==> src/rtl/fsp_pkg.sv <==
// Shared types, character codes and lookups for the format specifier parser.
`timescale 1ns / 1ps

package fsp_pkg;

    // Width of the width and precision accumulators; they saturate at all ones
    localparam int NUMBER_BITS = 16;

    // Result kinds
    typedef enum logic [1:0] {
        KIND_TERM    = 2'd0,
        KIND_LITERAL = 2'd1,
        KIND_SPEC    = 2'd2,
        KIND_ERROR   = 2'd3
    } kind_t;

    // Parser phases, one-hot
    typedef enum logic [5:0] {
        PH_IDLE  = 6'b000001,
        PH_PCT   = 6'b000010,
        PH_FLAG  = 6'b000100,
        PH_WIDTH = 6'b001000,
        PH_DOT   = 6'b010000,
        PH_FRAC  = 6'b100000
    } phase_t;

    // Character codes
    localparam logic [7:0] CHAR_NUL   = 8'h00;
    localparam logic [7:0] CHAR_DEL   = 8'hFF;
    localparam logic [7:0] CHAR_PCT   = 8'h25;
    localparam logic [7:0] CHAR_STAR  = 8'h2A;
    localparam logic [7:0] CHAR_DOT   = 8'h2E;
    localparam logic [7:0] CHAR_ZERO  = 8'h30;
    localparam logic [7:0] CHAR_ONE   = 8'h31;
    localparam logic [7:0] CHAR_NINE  = 8'h39;
    localparam logic [7:0] CHAR_PLUS  = 8'h2B;
    localparam logic [7:0] CHAR_MINUS = 8'h2D;
    localparam logic [7:0] CHAR_SPACE = 8'h20;
    localparam logic [7:0] CHAR_HASH  = 8'h23;
    localparam logic [7:0] CHAR_APOS  = 8'h27;

    // Lead padding codes
    localparam logic [1:0] LEAD_SPACE = 2'd1;
    localparam logic [1:0] LEAD_ZERO  = 2'd2;

    // One result item
    typedef struct packed {
        kind_t       kind;
        logic [7:0]  literal_char;
        logic [3:0]  conv_type;
        logic [2:0]  sign_flags;
        logic [1:0]  lead_mode;
        logic [15:0] field_width;
        logic        var_width;
        logic [15:0] precision;
        logic        var_precision;
        logic [7:0]  consumed;
        logic        last;
    } result_t;

    // Map a conversion letter to its index in "cdeEfgGilLosuxX"; bit 4 is the hit
    function automatic logic [4:0] conv_lookup(input logic [7:0] c);
        logic [4:0] res;
        begin
            case (c)
                8'h63:   res = {1'b1, 4'd0};   // c
                8'h64:   res = {1'b1, 4'd1};   // d
                8'h65:   res = {1'b1, 4'd2};   // e
                8'h45:   res = {1'b1, 4'd3};   // E
                8'h66:   res = {1'b1, 4'd4};   // f
                8'h67:   res = {1'b1, 4'd5};   // g
                8'h47:   res = {1'b1, 4'd6};   // G
                8'h69:   res = {1'b1, 4'd7};   // i
                8'h6C:   res = {1'b1, 4'd8};   // l
                8'h4C:   res = {1'b1, 4'd9};   // L
                8'h6F:   res = {1'b1, 4'd10};  // o
                8'h73:   res = {1'b1, 4'd11};  // s
                8'h75:   res = {1'b1, 4'd12};  // u
                8'h78:   res = {1'b1, 4'd13};  // x
                8'h58:   res = {1'b1, 4'd14};  // X
                default: res = 5'd0;
            endcase
            return res;
        end
    endfunction

endpackage

==> src/rtl/format_specifier_parser_core.sv <==
// Top level of the format specifier parser: decode, accumulators and result queue.
//
//  channel | dir | handshake          | payload
//  --------+-----+--------------------+-----------------------------------------
//  s_      | in  | s_tvalid/s_tready  | s_tdata: char_in
//  m_      | out | m_tvalid/m_tready  | m_tdata: spec fields, m_tuser: kind,
//          |     |                    | m_tlast: last result of an input item
//
// One character is decoded per cycle while s_tready is high; its results are
// registered into a three-entry result queue and appear on m_ once those ahead are taken.
// An item that ends a specifier with an error and restarts on a literal or
// terminator gives two results, the error and then the restart result.
// s_tready is high while at most one result waits; the queue depth sets this.
// Reset clears the phase, all accumulators and the queue fill count.
`timescale 1ns / 1ps

module format_specifier_parser_core (
    input  logic        clk,
    input  logic        rst_n,
    input  logic        s_tvalid,
    output logic        s_tready,
    input  logic [7:0]  s_tdata,   // [7:0] char_in
    output logic        m_tvalid,
    input  logic        m_tready,
    // [7:0] literal_char, [11:8] conv_type, [14:12] sign_flags, [16:15] lead_mode,
    // [32:17] field_width, [33] var_width, [49:34] precision, [50] var_precision,
    // [58:51] consumed, [63:59] zero
    output logic [63:0] m_tdata,
    output logic [1:0]  m_tuser,   // [1:0] kind
    output logic        m_tlast
);

    // Parser state
    fsp_pkg::phase_t                     phase_reg, phase_next;
    logic [2:0]                          sign_reg, sign_next;
    logic [1:0]                          lead_reg, lead_next;
    logic [fsp_pkg::NUMBER_BITS-1:0]     width_reg, width_next;
    logic                                vw_reg, vw_next;
    logic [fsp_pkg::NUMBER_BITS-1:0]     prec_reg, prec_next;
    logic                                vp_reg, vp_next;
    logic [7:0]                          count_reg, count_next;

    // Result queue
    fsp_pkg::result_t q_reg [0:2];
    fsp_pkg::result_t q_next [0:2];
    logic [1:0]       fill_reg, fill_next;

    // Decode signals
    logic [7:0]       c;
    logic             accept, pop;
    logic             is_term, is_pct, is_star, is_dot, is_digit, is_d19, is_flag, conv_hit;
    logic [3:0]       conv_idx;
    logic [7:0]       count_inc;
    logic [fsp_pkg::NUMBER_BITS-1:0] width_add, prec_add;
    fsp_pkg::result_t start_res, spec_res, err_res, pct_res, res0, res1;
    logic             start_hit, do_fail, do_start, do_finish;
    logic [1:0]       n_res, base;

    // Add one decimal digit to a saturating accumulator
    function automatic logic [fsp_pkg::NUMBER_BITS-1:0] add_digit(
        input logic [fsp_pkg::NUMBER_BITS-1:0] v,
        input logic [7:0]                      ch
    );
        logic [fsp_pkg::NUMBER_BITS+3:0] sum;
        begin
            sum = ({4'b0000, v} << 3) + ({4'b0000, v} << 1)
                + (fsp_pkg::NUMBER_BITS+4)'(ch[3:0]);
            if (sum[fsp_pkg::NUMBER_BITS+3:fsp_pkg::NUMBER_BITS] != 4'd0)
                return '1;
            return sum[fsp_pkg::NUMBER_BITS-1:0];
        end
    endfunction

    // Take the low 16 bits of an accumulator, zero extended if narrower
    function automatic logic [15:0] low16(input logic [fsp_pkg::NUMBER_BITS-1:0] v);
        logic [fsp_pkg::NUMBER_BITS+15:0] ext;
        begin
            ext = {16'd0, v};
            return ext[15:0];
        end
    endfunction

    assign c        = s_tdata;
    assign s_tready = (fill_reg <= 2'd1);
    assign accept   = s_tvalid && s_tready;
    assign m_tvalid = (fill_reg != 2'd0);
    assign pop      = m_tvalid && m_tready;

    // Classify the character
    always_comb
    begin
        is_term  = (c == fsp_pkg::CHAR_NUL) || (c == fsp_pkg::CHAR_DEL);
        is_pct   = (c == fsp_pkg::CHAR_PCT);
        is_star  = (c == fsp_pkg::CHAR_STAR);
        is_dot   = (c == fsp_pkg::CHAR_DOT);
        is_digit = (c >= fsp_pkg::CHAR_ZERO) && (c <= fsp_pkg::CHAR_NINE);
        is_d19   = (c >= fsp_pkg::CHAR_ONE) && (c <= fsp_pkg::CHAR_NINE);
        is_flag  = (c == fsp_pkg::CHAR_PLUS) || (c == fsp_pkg::CHAR_MINUS)
                || (c == fsp_pkg::CHAR_SPACE) || (c == fsp_pkg::CHAR_HASH)
                || (c == fsp_pkg::CHAR_APOS) || (c == fsp_pkg::CHAR_ZERO);
        {conv_hit, conv_idx} = fsp_pkg::conv_lookup(c);
        count_inc = (count_reg == 8'hFF) ? 8'hFF : count_reg + 8'd1;
        width_add = add_digit(width_reg, c);
        prec_add  = add_digit(prec_reg, c);
    end

    // Build the candidate results
    always_comb
    begin
        start_res = '0;
        start_hit = 1'b1;
        if (is_term)
        begin
            start_res.kind         = fsp_pkg::KIND_TERM;
            start_res.literal_char = c;
        end
        else if (!is_pct)
        begin
            start_res.kind         = fsp_pkg::KIND_LITERAL;
            start_res.literal_char = c;
            start_res.consumed     = 8'd1;
        end
        else
        begin
            start_hit = 1'b0;
        end

        spec_res               = '0;
        spec_res.kind          = fsp_pkg::KIND_SPEC;
        spec_res.conv_type     = conv_idx;
        spec_res.sign_flags    = sign_reg;
        spec_res.lead_mode     = lead_reg;
        spec_res.field_width   = low16(width_reg);
        spec_res.var_width     = vw_reg;
        spec_res.precision     = low16(prec_reg);
        spec_res.var_precision = vp_reg;
        spec_res.consumed      = count_inc;

        err_res          = '0;
        err_res.kind     = fsp_pkg::KIND_ERROR;
        err_res.consumed = count_reg;

        pct_res              = '0;
        pct_res.kind         = fsp_pkg::KIND_LITERAL;
        pct_res.literal_char = fsp_pkg::CHAR_PCT;
        pct_res.consumed     = count_inc;
    end

    // Advance the parser for one character
    always_comb
    begin
        phase_next = phase_reg;
        sign_next  = sign_reg;
        lead_next  = lead_reg;
        width_next = width_reg;
        vw_next    = vw_reg;
        prec_next  = prec_reg;
        vp_next    = vp_reg;
        count_next = count_reg;
        res0       = start_res;
        res1       = '0;
        n_res      = 2'd0;
        do_fail    = 1'b0;
        do_start   = 1'b0;
        do_finish  = 1'b0;

        unique case (phase_reg)
            fsp_pkg::PH_IDLE:
            begin
                do_start = 1'b1;
            end
            fsp_pkg::PH_PCT:
            begin
                if (is_pct)
                begin
                    res0       = pct_res;
                    n_res      = 2'd1;
                    phase_next = fsp_pkg::PH_IDLE;
                    count_next = count_inc;
                end
                else if (conv_hit)
                    do_finish = 1'b1;
                else if (is_flag)
                    phase_next = fsp_pkg::PH_FLAG;
                else if (is_d19 || is_star)
                    phase_next = fsp_pkg::PH_WIDTH;
                else if (is_dot)
                begin
                    count_next = count_inc;
                    phase_next = fsp_pkg::PH_DOT;
                end
                else
                    do_fail = 1'b1;
            end
            fsp_pkg::PH_FLAG:
            begin
                if (is_d19 || is_star)
                    phase_next = fsp_pkg::PH_WIDTH;
                else if (conv_hit)
                    do_finish = 1'b1;
                else if (is_flag)
                    phase_next = fsp_pkg::PH_FLAG;
                else if (is_dot)
                begin
                    count_next = count_inc;
                    phase_next = fsp_pkg::PH_DOT;
                end
                else
                    do_fail = 1'b1;
            end
            fsp_pkg::PH_WIDTH:
            begin
                if (is_digit)
                    phase_next = fsp_pkg::PH_WIDTH;
                else if (conv_hit)
                    do_finish = 1'b1;
                else if (is_dot)
                begin
                    count_next = count_inc;
                    phase_next = fsp_pkg::PH_DOT;
                end
                else
                    do_fail = 1'b1;
            end
            fsp_pkg::PH_DOT:
            begin
                if (is_digit || is_star)
                    phase_next = fsp_pkg::PH_FRAC;
                else
                    do_fail = 1'b1;
            end
            fsp_pkg::PH_FRAC:
            begin
                if (is_digit)
                    phase_next = fsp_pkg::PH_FRAC;
                else if (conv_hit)
                    do_finish = 1'b1;
                else
                    do_fail = 1'b1;
            end
            default:
            begin
                do_start = 1'b1;
            end
        endcase

        // Apply a flag character
        if (phase_next == fsp_pkg::PH_FLAG && !do_fail)
        begin
            case (c)
                fsp_pkg::CHAR_PLUS:  sign_next[0] = 1'b1;
                fsp_pkg::CHAR_MINUS: sign_next[1] = 1'b1;
                fsp_pkg::CHAR_HASH:  sign_next[2] = 1'b1;
                fsp_pkg::CHAR_SPACE: lead_next    = fsp_pkg::LEAD_SPACE;
                fsp_pkg::CHAR_ZERO:  lead_next    = fsp_pkg::LEAD_ZERO;
                default:             lead_next    = lead_reg;
            endcase
            count_next = count_inc;
        end

        // Add to width: star marks it variable, digits still accumulate
        if (phase_next == fsp_pkg::PH_WIDTH)
        begin
            if (is_star)
                vw_next = 1'b1;
            else
                width_next = width_add;
            count_next = count_inc;
        end

        // Add to precision
        if (phase_next == fsp_pkg::PH_FRAC)
        begin
            if (is_star)
                vp_next = 1'b1;
            else
                prec_next = prec_add;
            count_next = count_inc;
        end

        // Close the specifier on a conversion letter
        if (do_finish)
        begin
            res0       = spec_res;
            n_res      = 2'd1;
            count_next = count_inc;
            phase_next = fsp_pkg::PH_IDLE;
        end

        // Drop the specifier with an error, then treat the byte as a new start
        if (do_fail)
        begin
            res0 = err_res;
            res1 = start_res;
            n_res = start_hit ? 2'd2 : 2'd1;
        end

        if (do_start)
            n_res = start_hit ? 2'd1 : 2'd0;

        // Begin a new specifier, or clear after an error
        if (do_fail || do_start)
        begin
            phase_next = fsp_pkg::PH_IDLE;
            if (do_fail || !start_hit)
            begin
                sign_next  = 3'd0;
                lead_next  = 2'd0;
                width_next = '0;
                vw_next    = 1'b0;
                prec_next  = '0;
                vp_next    = 1'b0;
                count_next = 8'd0;
            end
            if (!start_hit)
            begin
                count_next = 8'd1;
                phase_next = fsp_pkg::PH_PCT;
            end
        end

        // Mark the final result of this item
        if (n_res == 2'd1)
            res0.last = 1'b1;
        if (n_res == 2'd2)
            res1.last = 1'b1;
    end

    // Hold the parser state
    always_ff @(posedge clk or negedge rst_n)
    begin
        if (!rst_n)
        begin
            phase_reg <= fsp_pkg::PH_IDLE;
            sign_reg  <= 3'd0;
            lead_reg  <= 2'd0;
            width_reg <= '0;
            vw_reg    <= 1'b0;
            prec_reg  <= '0;
            vp_reg    <= 1'b0;
            count_reg <= 8'd0;
        end
        else if (accept)
        begin
            phase_reg <= phase_next;
            sign_reg  <= sign_next;
            lead_reg  <= lead_next;
            width_reg <= width_next;
            vw_reg    <= vw_next;
            prec_reg  <= prec_next;
            vp_reg    <= vp_next;
            count_reg <= count_next;
        end
    end

    // Shift out the head and append new results behind the waiting ones
    always_comb
    begin
        q_next[0] = q_reg[0];
        q_next[1] = q_reg[1];
        q_next[2] = q_reg[2];
        if (pop)
        begin
            q_next[0] = q_reg[1];
            q_next[1] = q_reg[2];
        end
        base = fill_reg - {1'b0, pop};
        if (accept && n_res != 2'd0)
        begin
            if (base == 2'd0)
            begin
                q_next[0] = res0;
                q_next[1] = res1;
            end
            else
            begin
                q_next[1] = res0;
                q_next[2] = res1;
            end
        end
        fill_next = base + (accept ? n_res : 2'd0);
    end

    // Hold the queue fill count
    always_ff @(posedge clk or negedge rst_n)
    begin
        if (!rst_n)
            fill_reg <= 2'd0;
        else
            fill_reg <= fill_next;
    end

    // Hold the queue entries
    always_ff @(posedge clk)
    begin
        q_reg[0] <= q_next[0];
        q_reg[1] <= q_next[1];
        q_reg[2] <= q_next[2];
    end

    // Pack the head entry onto the output
    assign m_tdata = {5'd0, q_reg[0].consumed, q_reg[0].var_precision, q_reg[0].precision,
                      q_reg[0].var_width, q_reg[0].field_width, q_reg[0].lead_mode,
                      q_reg[0].sign_flags, q_reg[0].conv_type, q_reg[0].literal_char};
    assign m_tuser = q_reg[0].kind;
    assign m_tlast = q_reg[0].last;

`ifndef SYNTHESIS
    // A specifier that has only seen its percent sign has consumed one byte
    a_pct_count: assert property (@(posedge clk) disable iff (!rst_n)
        phase_reg == fsp_pkg::PH_PCT |-> count_reg == 8'd1)
        else $error("percent phase with wrong consumed count");

    // Two results only come from an error inside a specifier
    a_two_from_spec: assert property (@(posedge clk) disable iff (!rst_n)
        accept && n_res == 2'd2 |-> phase_reg != fsp_pkg::PH_IDLE
                                    && res0.kind == fsp_pkg::KIND_ERROR)
        else $error("two results outside an error");

    // The restart result after an error is a terminator or a literal
    a_second_kind: assert property (@(posedge clk) disable iff (!rst_n)
        accept && n_res == 2'd2 |-> res1.kind == fsp_pkg::KIND_TERM
                                    || res1.kind == fsp_pkg::KIND_LITERAL)
        else $error("bad kind on restart result");

    // A result pushed into an empty queue is offered the next cycle
    a_push_visible: assert property (@(posedge clk) disable iff (!rst_n)
        accept && n_res != 2'd0 && fill_reg == 2'd0 |=> m_tvalid)
        else $error("result lost from empty queue");
`endif

endmodule
==> config.mk <==
export PLATFORM = sky130hd
export DESIGN_NAME = format_specifier_parser_core
export DESIGN_NICKNAME = d
export VERILOG_FILES = /design/src/rtl/fsp_pkg.sv /design/src/rtl/format_specifier_parser_core.sv
export SDC_FILE = /design/constraint.sdc
export NUM_CORES = 1
export LEC_CHECK = 0
export BUFFER_PORTS_ARGS = -buffer_cell sky130_fd_sc_hd__buf_2
export CORE_MARGIN = 2
export CORE_UTILIZATION = 50
export CTS_CLUSTER_SIZE = 14
export DETAILED_ROUTE_END_ITERATION = 8
export GPL_TIMING_DRIVEN = 0
export PLACE_DENSITY = 0.64
export SLEW_MARGIN = 25
export SYNTH_ARGS = -nofsm -noshare
export SYNTH_HDL_FRONTEND = slang
export SYNTH_SLANG_ARGS = --single-unit
==> constraint.sdc <==
create_clock -name clk -period 5.03 [get_ports clk]
set_clock_uncertainty 0.15 [all_clocks]
set_input_delay 0.7545 -clock clk [delete_from_list [all_inputs] [get_ports clk]]
set_output_delay 0.7545 -clock clk [all_outputs]
set_load 0.05 [all_outputs]
# Word-level counts from Yosys, hierarchy flattened
# Memory sizes are Yosys's and may differ from the RTL's.
# Cells that the tools add are included.
word_totals:
  reg_bits: 55
  latch_bits: 0
  ramBits: 186
  romBits: 0
  output_inout_bits: 69
  elab_cells: 197
  n_memories: 1
mem_list:
  columns: ["name", "depth", "width", "rd", "rd_ports_with_merged_regs", "write_ports", "line_no", "rtl"]
  rows:
  - ["q_reg", 3, 62, 3, 0, 3, "format_specifier_parser_core.sv:44", "fsp_pkg::result_t q_reg [0:2];"]
op_classes:
  add_sub_neg: 7
  mul: 0
  div_mod_pow: 0
  order_cmp: 4
  eq_ne: 36
  shift: 0
  mux: 114
  bitwise: 0
  n_reduce_logical: 26
op_table:
  columns: ["op", "count"]
  rows:
  - ["62-bit two-way mux", 8]
  - ["16-bit two-way mux", 12]
  - ["186-bit two-way mux", 1]
  - ["8-bit two-way mux", 18]
  - ["124-bit two-way mux", 1]
  - ["8-bit by 7-bit == test with 1-bit output, second input constant", 15]
  - ["6-bit two-way mux", 14]
  - ["5-bit one-hot mux with 15 select lines", 1]
  - ["8-bit by 6-bit == test with 1-bit output, second input constant", 9]
  - ["19-bit by 17-bit adder with 20-bit output", 2]
  - ["20-bit by 4-bit adder with 20-bit output", 2]
  - ["1-bit two-way mux", 40]
  - ["6-bit one-hot mux with 5 select lines", 1]
  - ["8-bit one-hot mux with 3 select lines", 1]
  - ["2-bit two-way mux", 9]
  - ["9-bit two-way mux", 2]
  - ["8-bit == test, second input constant", 2]
  - ["8-bit by 6-bit >= comparator with 1-bit output, second input constant", 2]
  - ["6-bit by 3-bit == test with 1-bit output, second input constant", 2]
  - ["6-bit by 4-bit == test with 1-bit output, second input constant", 2]
  - ["6-bit == test, second input constant", 2]
  - ["1-bit logical OR", 10]
  - ["3-bit two-way mux", 3]
  - ["8-bit by 1-bit adder with 8-bit output, second input constant", 1]
  - ["19 further kinds", 27]

# Logic depth before layout (Yosys ltp)
depth:
  ltp_word: 19
  mapped_depth: 14

# Worst setup path before layout
# OpenSTA, ideal clock, no wires.
synth_path:
  path_type: "input-to-reg"
  startpoint: "input s_tdata[4]"
  endpoint: "memory q_reg[0][100] (netlist name) (enable)"
  arrival_ns: 3.524
  required_ns: 4.204
  setup_slack_ns: 0.680
  path_stages: 9
  cell_sequence: "buf_4 -> nor4b_4 -> nand4_2 -> o2bb2ai_1 -> a21oi_2 -> a21oi_1 -> buf_4 -> o31ai_4 -> nand2_1"
synth_lines:
  columns: ["item", "line_no", "rtl"]
  rows:
  - ["from (decl)", "format_specifier_parser_core.sv:22", "input logic [7:0] s_tdata,"]
  - ["to (decl)", "format_specifier_parser_core.sv:44", null]

# Worst setup path in the final report
layout_path:
  startpoint: "register prec_reg[1] (netlist name)"
  endpoint: "register prec_reg[9] (netlist name)"
layout_between:
  elab_chain_len: 9
layout_lines:
  columns: ["item", "line_no", "rtl"]
  rows:
  - ["from (decl)", "format_specifier_parser_core.sv:39", "logic [fsp_pkg::NUMBER_BITS-1:0] prec_reg, prec_next;"]
  - ["from (signal assigned)", "format_specifier_parser_core.sv:350", "prec_reg <= prec_next;"]
  - ["19-bit by 17-bit adder with 20-bit output *", "format_specifier_parser_core.sv:66", "sum = ({4'b0000, v} << 3) + ({4'b0000, v} << 1)"]
  - ["20-bit by 4-bit adder with 20-bit output *", "format_specifier_parser_core.sv:67", "+ (fsp_pkg::NUMBER_BITS+4)'(ch[3:0]);"]
  - ["4-bit nonzero test", "format_specifier_parser_core.sv:68", "if (sum[fsp_pkg::NUMBER_BITS+3:fsp_pkg::NUMBER_BITS] != 4'd0)"]
  - ["1-bit two-way mux", "format_specifier_parser_core.sv:68", null]
  - ["16-bit two-way mux *", "format_specifier_parser_core.sv:70", "return sum[fsp_pkg::NUMBER_BITS-1:0];"]
  - ["16-bit two-way mux *", "format_specifier_parser_core.sv:274", "if (is_star)"]
  - ["16-bit two-way mux *", "format_specifier_parser_core.sv:272", "if (phase_next == fsp_pkg::PH_FRAC)"]
  - ["16-bit two-way mux", "format_specifier_parser_core.sv:305", "if (do_fail || !start_hit)"]
  - ["16-bit two-way mux *", "format_specifier_parser_core.sv:302", "if (do_fail || do_start)"]
# Mark *: on every way between the ends. The rest lies on a longest branch, timed or not.
# A chain may end at the register's enable or synchronous reset.

==> results.py <==
metrics = {
    "run_status": {
        "status": "finished clean",
    },
    "setup_path": {
        "cpMostUsedCell": "ha_1",
        "cp_max_fo": 10,
        "critPathLaunchType": "flop",
        "cpMaxStageDelayCell": "fa_1",
        "end_kind": "flop",
        "worst_path_largest_cell_delay_ns": 0.50,
        "cp_data_arrival_time_ns": 4.36,
        "cp_cell_sequence": "ha_1 -> ha_1 -> fa_1 -> a211oi_1 -> o21ai_0 -> and4b_1 -> o32ai_1 -> mux2i_1 -> nor4_2 -> nand2_1 -> buf_2 -> o221a_2",
        "critical_path_class": "flop to flop",
        "cp.required_ns": 5.21,
    },
    "grt": {
        "grt_max_degree": 56,
        "antenna_found_initial": 0,
        "grt_pass1_wl_um": 46100,
        "gr-total-overflow": 0,
        "grt_pass1_vias": 8607,
        "grt_usage_pct": 24.4,
    },
    "detailed_routing": {
        "ant_nets": 0,
        "drt-pass1-iter-count": 7,
        "drc": 0,
        "viasPerCell": 5.86,
        "vias": 8981,
        "wirelength_um": 28600,
        "drt-wirelength-per-cell_um": 18.7,
        "drt_iter0_markers": 569,
    },
    "clocking": {
        "numCtsBuffers": 17,
        "cts-root-buf": "clkbuf_16",
        "htreeDepth": 4,
        "clock_sinks": 189,
        "clock_latency_ns": 0.44,
        "postCtsSetupBuffers": 0,
        "cts_tree": "built",
        "cts_max_path_buffers": 2,
        "cts_hold_buf": 0,
        "clk_pin_slew_ns": 0.07,
        "ctsResizeCount": 0,
    },
    "sta": {
        "setup_viol": 0,
        "setup_tns_ns": 0,
        "layout_min_cycle_time_ns": 4.18,
        "tightest_slew_ns": 0.860,
        "hold_violations": 0,
        "fin_crit_sh_pct": 83.1,
        "fmax_mhz": 239,
        "slew_violations": 0,
        "rsz0062_at_grt": "false",
        "relSlewSlack_pct": 42.7,
    },
    "yosys": {
        "ys_seq_area_share_pct": 42.2,
        "synth_top_area_share_pct": 19.1,
        "syn_area_um2": 11300,
        "synthArstFlopShare_pct": 29.1,
        "synth-edff-count": 72,
        "ys_warn_count": 0,
        "yosys.area.top_type": "edfxtp_1",
        "synth_flop_cell": "edfxtp_1",
        "yosys-top-cells-area": "edfxtp_1 19%, dfrtp_1 12%, dfxtp_1 11%",
        "avgSynthCellArea_um2": 9.97,
        "synth_seq_cells": 189,
        "ys_types": 94,
        "syn_inst": 1137,
    },
    "power_and_ir_drop": {
        "p_leak_nw": 5.74,
        "p_per_area_nw_per_um2": 499,
        "irDropWorstVdd_v": 0.000297,
    },
    "placement": {
        "place_area_um2": 12100,
        "place_hpwl_um": 20700,
        "gp_congestion": 0.912,
        "portBuffers": 73,
    },
    "floorplan": {
        "die_y_um": 155,
        "core_area_um2": 22400,
        "num_rows": 55,
        "fp.dieW_um": 155,
        "die-area_um2": 23900,
        "num_io_pins": 81,
        "start_util_pct": 50.5,
    },
    "finish": {
        "area_growth_pct": 12.9,
        "fin_area_um2": 12800,
        "layout-drive-gt1-share_pct": 20.3,
        "largest_reg_flops": 134,
        "layout_common_cells": "85 x buf_2, 73 x buf_4, 72 x edfxtp_1",
        "fillers": 2032,
        "fin_util_pct": 57.0,
        "final_common_cell": "buf_2",
        "n_antenna_cell": 0,
        "fin_nets": 1315,
    },
    "run": {
        "maxCapViolCount": 0,
    },
    "hold_path": {
        "worstHoldPathType": "primary input to asynchronous set/reset pin",
    },
}
through the flow:
stage	hold slack, ns	total power, mW	std cells	worst slack, ns
finish	0.219	6.38	1532	0.849
global route	0.282	6.68	1532	0.575
CTS	0.248	6.42	1532	0.823
detailed placement	0.335	4.85	1500	0.383
global placement	0.330	4.81	1499	-0.883
floorplan	0.309	4.27	1141	0.680
logic make-up (layout without fill, tap and decap cells):
logic type | Yosys count | after routing | share of synthesized area, %
flops | 189 | 189 | 42.2
xor+xnor | 25 | 25 | 1.93
other cells | 1 | 5 | 0.0331
mux | 58 | 58 | 5.13
buf+inv | 150 | 256 | 8.04
fa+ha+maj | 69 | 69 | 7.88
compound gates | 295 | 295 | 17.5
simple gates | 350 | 350 | 17.2
path summary, 6_finish.rpt:
check / cells past startpoint / endpoint / startpoint / slack [ns]
setup / recovery: 12 / prec_reg[9] / prec_reg[1] / 0.85
hold / removal: 1 / prec_reg[2] / rst_n / 0.22
setup reg to reg: 12 / prec_reg[9] / prec_reg[1] / 0.85
hold reg to reg: 2 / q_reg[0][0] / q_reg[0][0] / 0.34
max in group asynchronous: 1 / count_reg[0] / rst_n / 4.00
min in group clk: 2 / q_reg[0][0] / q_reg[0][0] / 0.34
layout make-up:
cell class / instances / area, µm² / share of cell area [%]
multi-input combinational: 802 / 5660 / 44.3
buffer: 130 / 836 / 6.53
timing repair buffer: 74 / 395 / 3.09
clock inverter: 14 / 254 / 1.99
inverter: 20 / 75.1 / 0.587
clock buffer: 18 / 429 / 3.36
sequential: 189 / 4780 / 37.4
tap: 285 / 357 / 2.79
worst max-delay path, delay by kind of cell (launching register included):
family / cells / cell delay, ns
buffers and inverters: 1 / 0.23
adders and majority gates: 3 / 1.05
DFF: 1 / 0.47
AOI/OAI and AO/OA: 4 / 1.17
muxes: 1 / 0.16
and+or+nand+nor: 3 / 0.84
per-layer routing:
metal  wire (µm)  GRT usage, %  vias up
li1            -             -     4356
met1       12800          31.9     4355
met2       14100          42.3      228
met4         646          7.98        0
met5           0             0        -
met3        1070          2.86       42
cell usage after synthesis, types with 4 or more instances:
cell / instances
or2_2: 7
xnor2_1: 14
o221a_2: 13
a21o_1: 9
o21a_1: 5
nor2_1: 54
o21ai_1: 56
clkbuf_1: 34
dfrtp_1: 54
nand4_1: 5
a211oi_1: 15
nor4_1: 4
xor2_1: 11
mux2i_1: 57
buf_6: 8
inv_1: 19
a22o_1: 8
edfxtp_1: 72
nand2_1: 56
o31ai_1: 6
nor2b_1: 9
buf_2: 13
a31oi_1: 14
a21oi_1: 59
ha_1: 65
dfxtp_1: 62
o211ai_1: 4
a21oi_2: 8
o22ai_1: 5
nand3_1: 71
o21ai_0: 50
and3_1: 53
buf_4: 72
o2bb2ai_1: 4
fa_1: 4
nand2b_1: 19
and2_1: 20
nor3_1: 14
where the power goes:
part | switching [mW] | leakage [nW] | internal, mW | total, mW
sequential | 0.189 | 1.99 | 2.08 | 2.27
clock | 0.634 | 0.323 | 0.946 | 1.58
combinational | 1.68 | 3.43 | 0.853 | 2.53
total | 2.50 | 5.74 | 3.88 | 6.38
Note: power is estimated with default switching activity, not from simulation.
